**config.mk**
```make
export PLATFORM = sky130hd
export DESIGN_NAME = fbfl_ctrl
export DESIGN_NICKNAME = d
export VERILOG_FILES = /design/src/sv/fbfl_pkg.sv /design/src/sv/fbfl_ctrl.sv
export SDC_FILE = /design/constraint.sdc
export NUM_CORES = 1
export LEC_CHECK = 0
export BUFFER_PORTS_ARGS = -buffer_cell sky130_fd_sc_hd__buf_2
export CAP_MARGIN = 20
export CORE_AREA = 2 2 39 41
export CTS_CLUSTER_DIAMETER = 150
export CTS_CLUSTER_SIZE = 10
export DETAILED_ROUTE_END_ITERATION = 16
export DIE_AREA = 0 0 41 43
export PLACE_DENSITY_LB_ADDON = 0.05
export SYNTH_ARGS = -nofsm -noshare
export SYNTH_HDL_FRONTEND = slang
export SYNTH_SLANG_ARGS = --single-unit
```
**constraint.sdc**
```tcl
create_clock -name clk_i -period 0.9 [get_ports clk_i]
set_input_delay 0.09 -clock clk_i [delete_from_list [all_inputs] [get_ports clk_i]]
set_output_delay 0.09 -clock clk_i [all_outputs]
set_load 0.005 [all_outputs]
```
**src/sv/fbfl_pkg.sv**
```systemverilog
// shared types and constants of the fixed-size block free-list allocator
package fbfl_pkg;

  localparam int CMD_W = 2;
  localparam int IDX_W = 10;
  localparam int CNT_W = 11;
  localparam int STS_W = 2;

  localparam logic [CMD_W-1:0] CMD_ALLOC = 2'd0;
  localparam logic [CMD_W-1:0] CMD_FREE  = 2'd1;
  localparam logic [CMD_W-1:0] CMD_CLEAR = 2'd2;

  localparam logic [STS_W-1:0] STS_OK    = 2'd0;
  localparam logic [STS_W-1:0] STS_EMPTY = 2'd1;
  localparam logic [STS_W-1:0] STS_RANGE = 2'd2;
  localparam logic [STS_W-1:0] STS_BAD   = 2'd3;

  localparam logic [CNT_W-1:0] CNT_MAX     = 11'd2047;
  localparam logic [CNT_W-1:0] BLK_CNT_RST = 11'd1024;
  localparam int               RST_COUNT   = 1024;

  // controller to datapath
  typedef struct packed {
    logic accept;
    logic sweep_wr;
    logic commit;
  } fbfl_cmd_t;

  // datapath to controller
  typedef struct packed {
    logic in_clear;
    logic sweep_last;
    logic out_free;
  } fbfl_stat_t;

endpackage

```
**src/sv/fbfl_ctrl.sv**
```systemverilog
// sequencer of the allocator: reset pass, accept, relink sweep, commit
module fbfl_ctrl (
  input  logic                clk_i,
  input  logic                rst_ni,
  input  logic                in_valid_i,
  output logic                in_ready_o,
  input  fbfl_pkg::fbfl_stat_t stat_i,
  output fbfl_pkg::fbfl_cmd_t  cmd_o
);

  typedef enum logic [1:0] {
    ST_RST_SWEEP,
    ST_IDLE,
    ST_SWEEP,
    ST_EXEC
  } state_e;

  state_e state_q, state_d;
  logic   rdy_q;

  always_comb begin
    cmd_o.accept   = (state_q == ST_IDLE) && in_valid_i;
    cmd_o.sweep_wr = (state_q == ST_RST_SWEEP) || (state_q == ST_SWEEP);
    cmd_o.commit   = (state_q == ST_EXEC) && stat_i.out_free;
  end

  always_comb begin
    state_d = state_q;
    case (state_q)
      ST_RST_SWEEP: if (stat_i.sweep_last) state_d = ST_IDLE;
      ST_IDLE: begin
        if (in_valid_i) state_d = stat_i.in_clear ? ST_SWEEP : ST_EXEC;
      end
      ST_SWEEP: if (stat_i.sweep_last) state_d = ST_EXEC;
      ST_EXEC: if (stat_i.out_free) state_d = ST_IDLE;
      default: state_d = ST_IDLE;
    endcase
  end

  always_ff @(posedge clk_i or negedge rst_ni) begin
    if (!rst_ni) begin
      state_q <= ST_RST_SWEEP;
      rdy_q   <= 1'b0;
    end else begin
      state_q <= state_d;
      rdy_q   <= (state_d == ST_IDLE);
    end
  end

  assign in_ready_o = rdy_q;

endmodule

```
# Word-level counts from Yosys, hierarchy flattened
# Index checks and enable logic that the tools add are counted.
# W data, S select, Z words.
# totals
wordCells,16
regBits,3
in_bits,6
# classes
n_eq_ne,4
muxes,6
reduce_logical,4
# op_table
operator,count
$mux W2,4
$pmux W2 S4,1
$eq A2 B1 Y1 const B,2
$eq A2 B2 Y1 const B,2
$logic_and A1 B1 Y1,2
$logic_not A2 Y1,1
$logic_or A1 B1 Y1,1
$mux W1,1

# Logic depth before layout (Yosys ltp)
# logic_depth
ltp_word,4
depth_mapped,2
ltp_nobuf,2

# Worst setup path after synthesis
# No wires, ideal clock.
# synth_timing
path_type,register to register
from,reg state_q[0]
to,"reg rdy_q, in the netlist in_ready_o"
t_arrival_ns,0.701
synth_period_minus_slack_ns,0.783
stages_incl_launch_ff,3
setup_ns,0.082
slack_ns,0.117
path_cell_list,dfrtp_1 nand2b_1 a31oi_1
# synth_via
elab_chain_cells,3
elab_cells_between_ends,10
# synth_rtl
element,line,source
start: declaration,fbfl_ctrl.sv:18,"state_e state_q, state_d;"
start signal: assignment,fbfl_ctrl.sv:45,state_q <= state_d;
"$eq A2 B2 Y1, or another cell as far along",fbfl_ctrl.sv:29,case (state_q)
$pmux W2 S4 (*),fbfl_ctrl.sv:29,
$eq A2 B1 Y1 (*),fbfl_ctrl.sv:46,rdy_q <= (state_d == ST_IDLE);
end signal: assignment,fbfl_ctrl.sv:46,
end: declaration,fbfl_ctrl.sv:19,logic rdy_q;
# Every way passes the cells marked *; elsewhere a longest branch is shown, timed or not.

==> key figures <==
Yosys
  – Seq/Total Area, Yosys: 51.7%
  – Mapped Area: 145 µm²
  – Post-synth EDFFs: 0
  – Avg Cell Area, Syn: 9.68 µm²
  – Top-count cell post-synth: dfrtp_1
  – Number of synthesized register bits: 3
  – Yosys warns: 0
  – Share of the synthesized area in the top cell type: 51.7%
  – Synthesized instance count: 15
  – Main flop type after synthesis: dfrtp_1
  – Top cells by count, synth: dfrtp_1, inv_1, nand2b_1, nor2_1
  – Post-synth cell types: 10
  – Ranking of synthesized cells by area: dfrtp_1, nand2b_1, and3_4
  – Top cell type by total area after synthesis: dfrtp_1
  – Synth async-reset ratio: 100%
  – Synthesized net count: 21

STA
  – Final Max Slew Viols: 0
  – Final Skew: ~0.0025 ns
  – Peak Freq: 947 MHz
  – Crit path time final: 1.06 ns
  – Setup ws final: -0.156 ns
  – Max-slew headroom: 88.6%
  – Hold slack: between 0.07 and 0.08 ns
  – Final setup viols: 4
  – RSZ-0062 raised after global routing: true
  – Setup TNS: -0.404 ns
  – Period utilization: 117%
  – Measured slew at the worst slew-check pin: 0.169 ns
  – Final Hold Fails: 0

Finish
  – Total area of sequential cells: 76.3 µm²
  – Layout cells sized above 1: 56.7%
  – Area taken by multi-input logic gates: 70.1 µm²
  – Fill cells: 160
  – Syn-to-layout area delta: 102%
  – Post-layout util: approximately a fifth
  – N_diodes: 0
  – Final nets: 37

Setup path
  – Crit path max fanout: 4
  – Crit path cell chain: and3_4 -> buf_6
  – Crit path required time: roughly 0.81 ns
  – CP Class: reg2out
  – Critical Path Start Type: register
  – Worst reg2reg setup slack: -0.03 ns
  – Worst EP arrival: 0.97 ns
  – Slowest CP cell: dfrtp_2
  – Crit path largest cell delay: 0.43 ns
  – Element type at the critical path end: output pin

Clock tree
  – Clk sinks: 3
  – Number of CTS-inserted buffers: 3
  – Clk Latency, worst-skew pair: 0.24 ns
  – CTS max path bufs: 2
  – Clock transition at the registers of the reported paths: ~0.04 ns
  – Htree depth: 1
  – CTS tree: built
  – Root buf cell: clkbuf_4

Power and ir drop
  – PD cells: 2810 nW/µm²
  – Maximum VDD drop: 0.547 mV
  – Tot Pwr: 822 µW
  – P_leak: 0.000146 µW

Die
  – Row count: 14
  – Initial cell density of the core: 10.5%
  – Top Ports: 10
  – Die W: 41 µm
  – Die Span Y: between 40 and 50 µm
  – Placeable Area: 1380 µm²
  – Die area: approximately 1800 µm²

Detailed routing
  – Vias: 165
  – Detail Route Antenna Nets: 0
  – Detailed Routing Iterations Pass 1: 4
  – # DRC: 0
  – Via density: 3.59
  – Iteration-0 DRC Markers: 2
  – Final WL: 429 µm
  – Routed WL per cell: 9.33 µm

Hold path
  – Min-Delay Path Class: in2reg

Job
  – Max-cap violations: 0

Placement
  – IO buf count: 9
  – Pre-CTS setup slack: around 0.036 ns
  – RePlAce Congestion: 0.600

GRT
  – Tot GR Track Use: 6.33%
  – Vias in the first global route: 159
  – First-pass GRT wire length: 655 µm
  – Initial antenna violation count: 0
  – Grt ovf: 0
  – Largest net degree at the start of global routing: 6

Status
  – Status: finished, violations left
  – Failing checks: setup timing
what timing repair did:
action / CTS / global route
gates resized for setup: 3 / 4
endpoints found under the hold margin: 3 / 0
endpoints found under the setup margin: 3 / 4
setup buffers: 1 / 0
cloned: 0 / 0
hold buffers: 1 / 0
pin swaps: 0 / 1
routing by layer:
metal	share of wire [%]	GRT usage, %	wire [µm]
met5	0	0	0
met1	36	6.75	153
met3	11	3.14	46
met4	4.2	8.00	18
met2	49	7.50	211
worst max-delay path, delay by kind of cell, from the launching register on:
kind | cells | cell delay (ns)
flip-flops | 1 | 0.43
AND/OR/NAND/NOR | 1 | 0.19
buffers and inverters | 1 | 0.11
cell families (layout without fill, tap and decap cells):
logic type	after synthesis	in the layout	synth area share, %
buffers and inverters	2	17	5.17
flip-flops	3	3	51.7
AO/OA/AOI/OAI	4	4	19.0
AND/OR/NAND/NOR	6	6	24.1
worst paths after layout:
path	from	endpoint	depth (start not counted)
setup reg to reg	state_q[0]	in_ready_o	3
min in group asynchronous	rst_ni	state_q[1]	2
hold / removal	stat_i[2]	state_q[0]	2
setup / recovery	state_q[0]	cmd_o[0]	2
hold reg to reg	state_q[1]	state_q[1]	2
max in group asynchronous	rst_ni	state_q[0]	2
cell usage in the layout (no fill, tap or decap), drive strengths merged:
cell,n
a31oi,1
a41oi,1
nor2,2
nand2b,2
inv,1
nand2,1
buf,10
a21oi,1
dfrtp,3
and3,1
clkbuf,4
dlygate4sd3,1
clkinv,1
a21boi,1
stage by stage:
stage	cells	area, µm²
2_1_floorplan	15	145
3_3_place_gp	40	210
3_5_place_dp	40	210
4_1_cts	46	274
5_1_grt	46	293
6_report	46	293
power by group:
group	total (µW)	switching [µW]	internal, µW
registers	243	48.0	195
logic	331	125	205
clock network	248	80.9	167
total	822	254	568
final cells by class:
cell class / instances / share of cell area [%]
Clock buffer: 4 / 8.97
Inverter: 2 / 4.27
Multi-Input combinational cell: 10 / 23.9
Sequential cell: 3 / 26.1
Tap cell: 16 / 6.84
Timing Repair Buffer: 11 / 29.9
registers in the layout (all words and copies together) (netlist names):
signal,count
in_ready_o,1
state_q,2
Note: power is estimated with default switching activity, not from simulation.
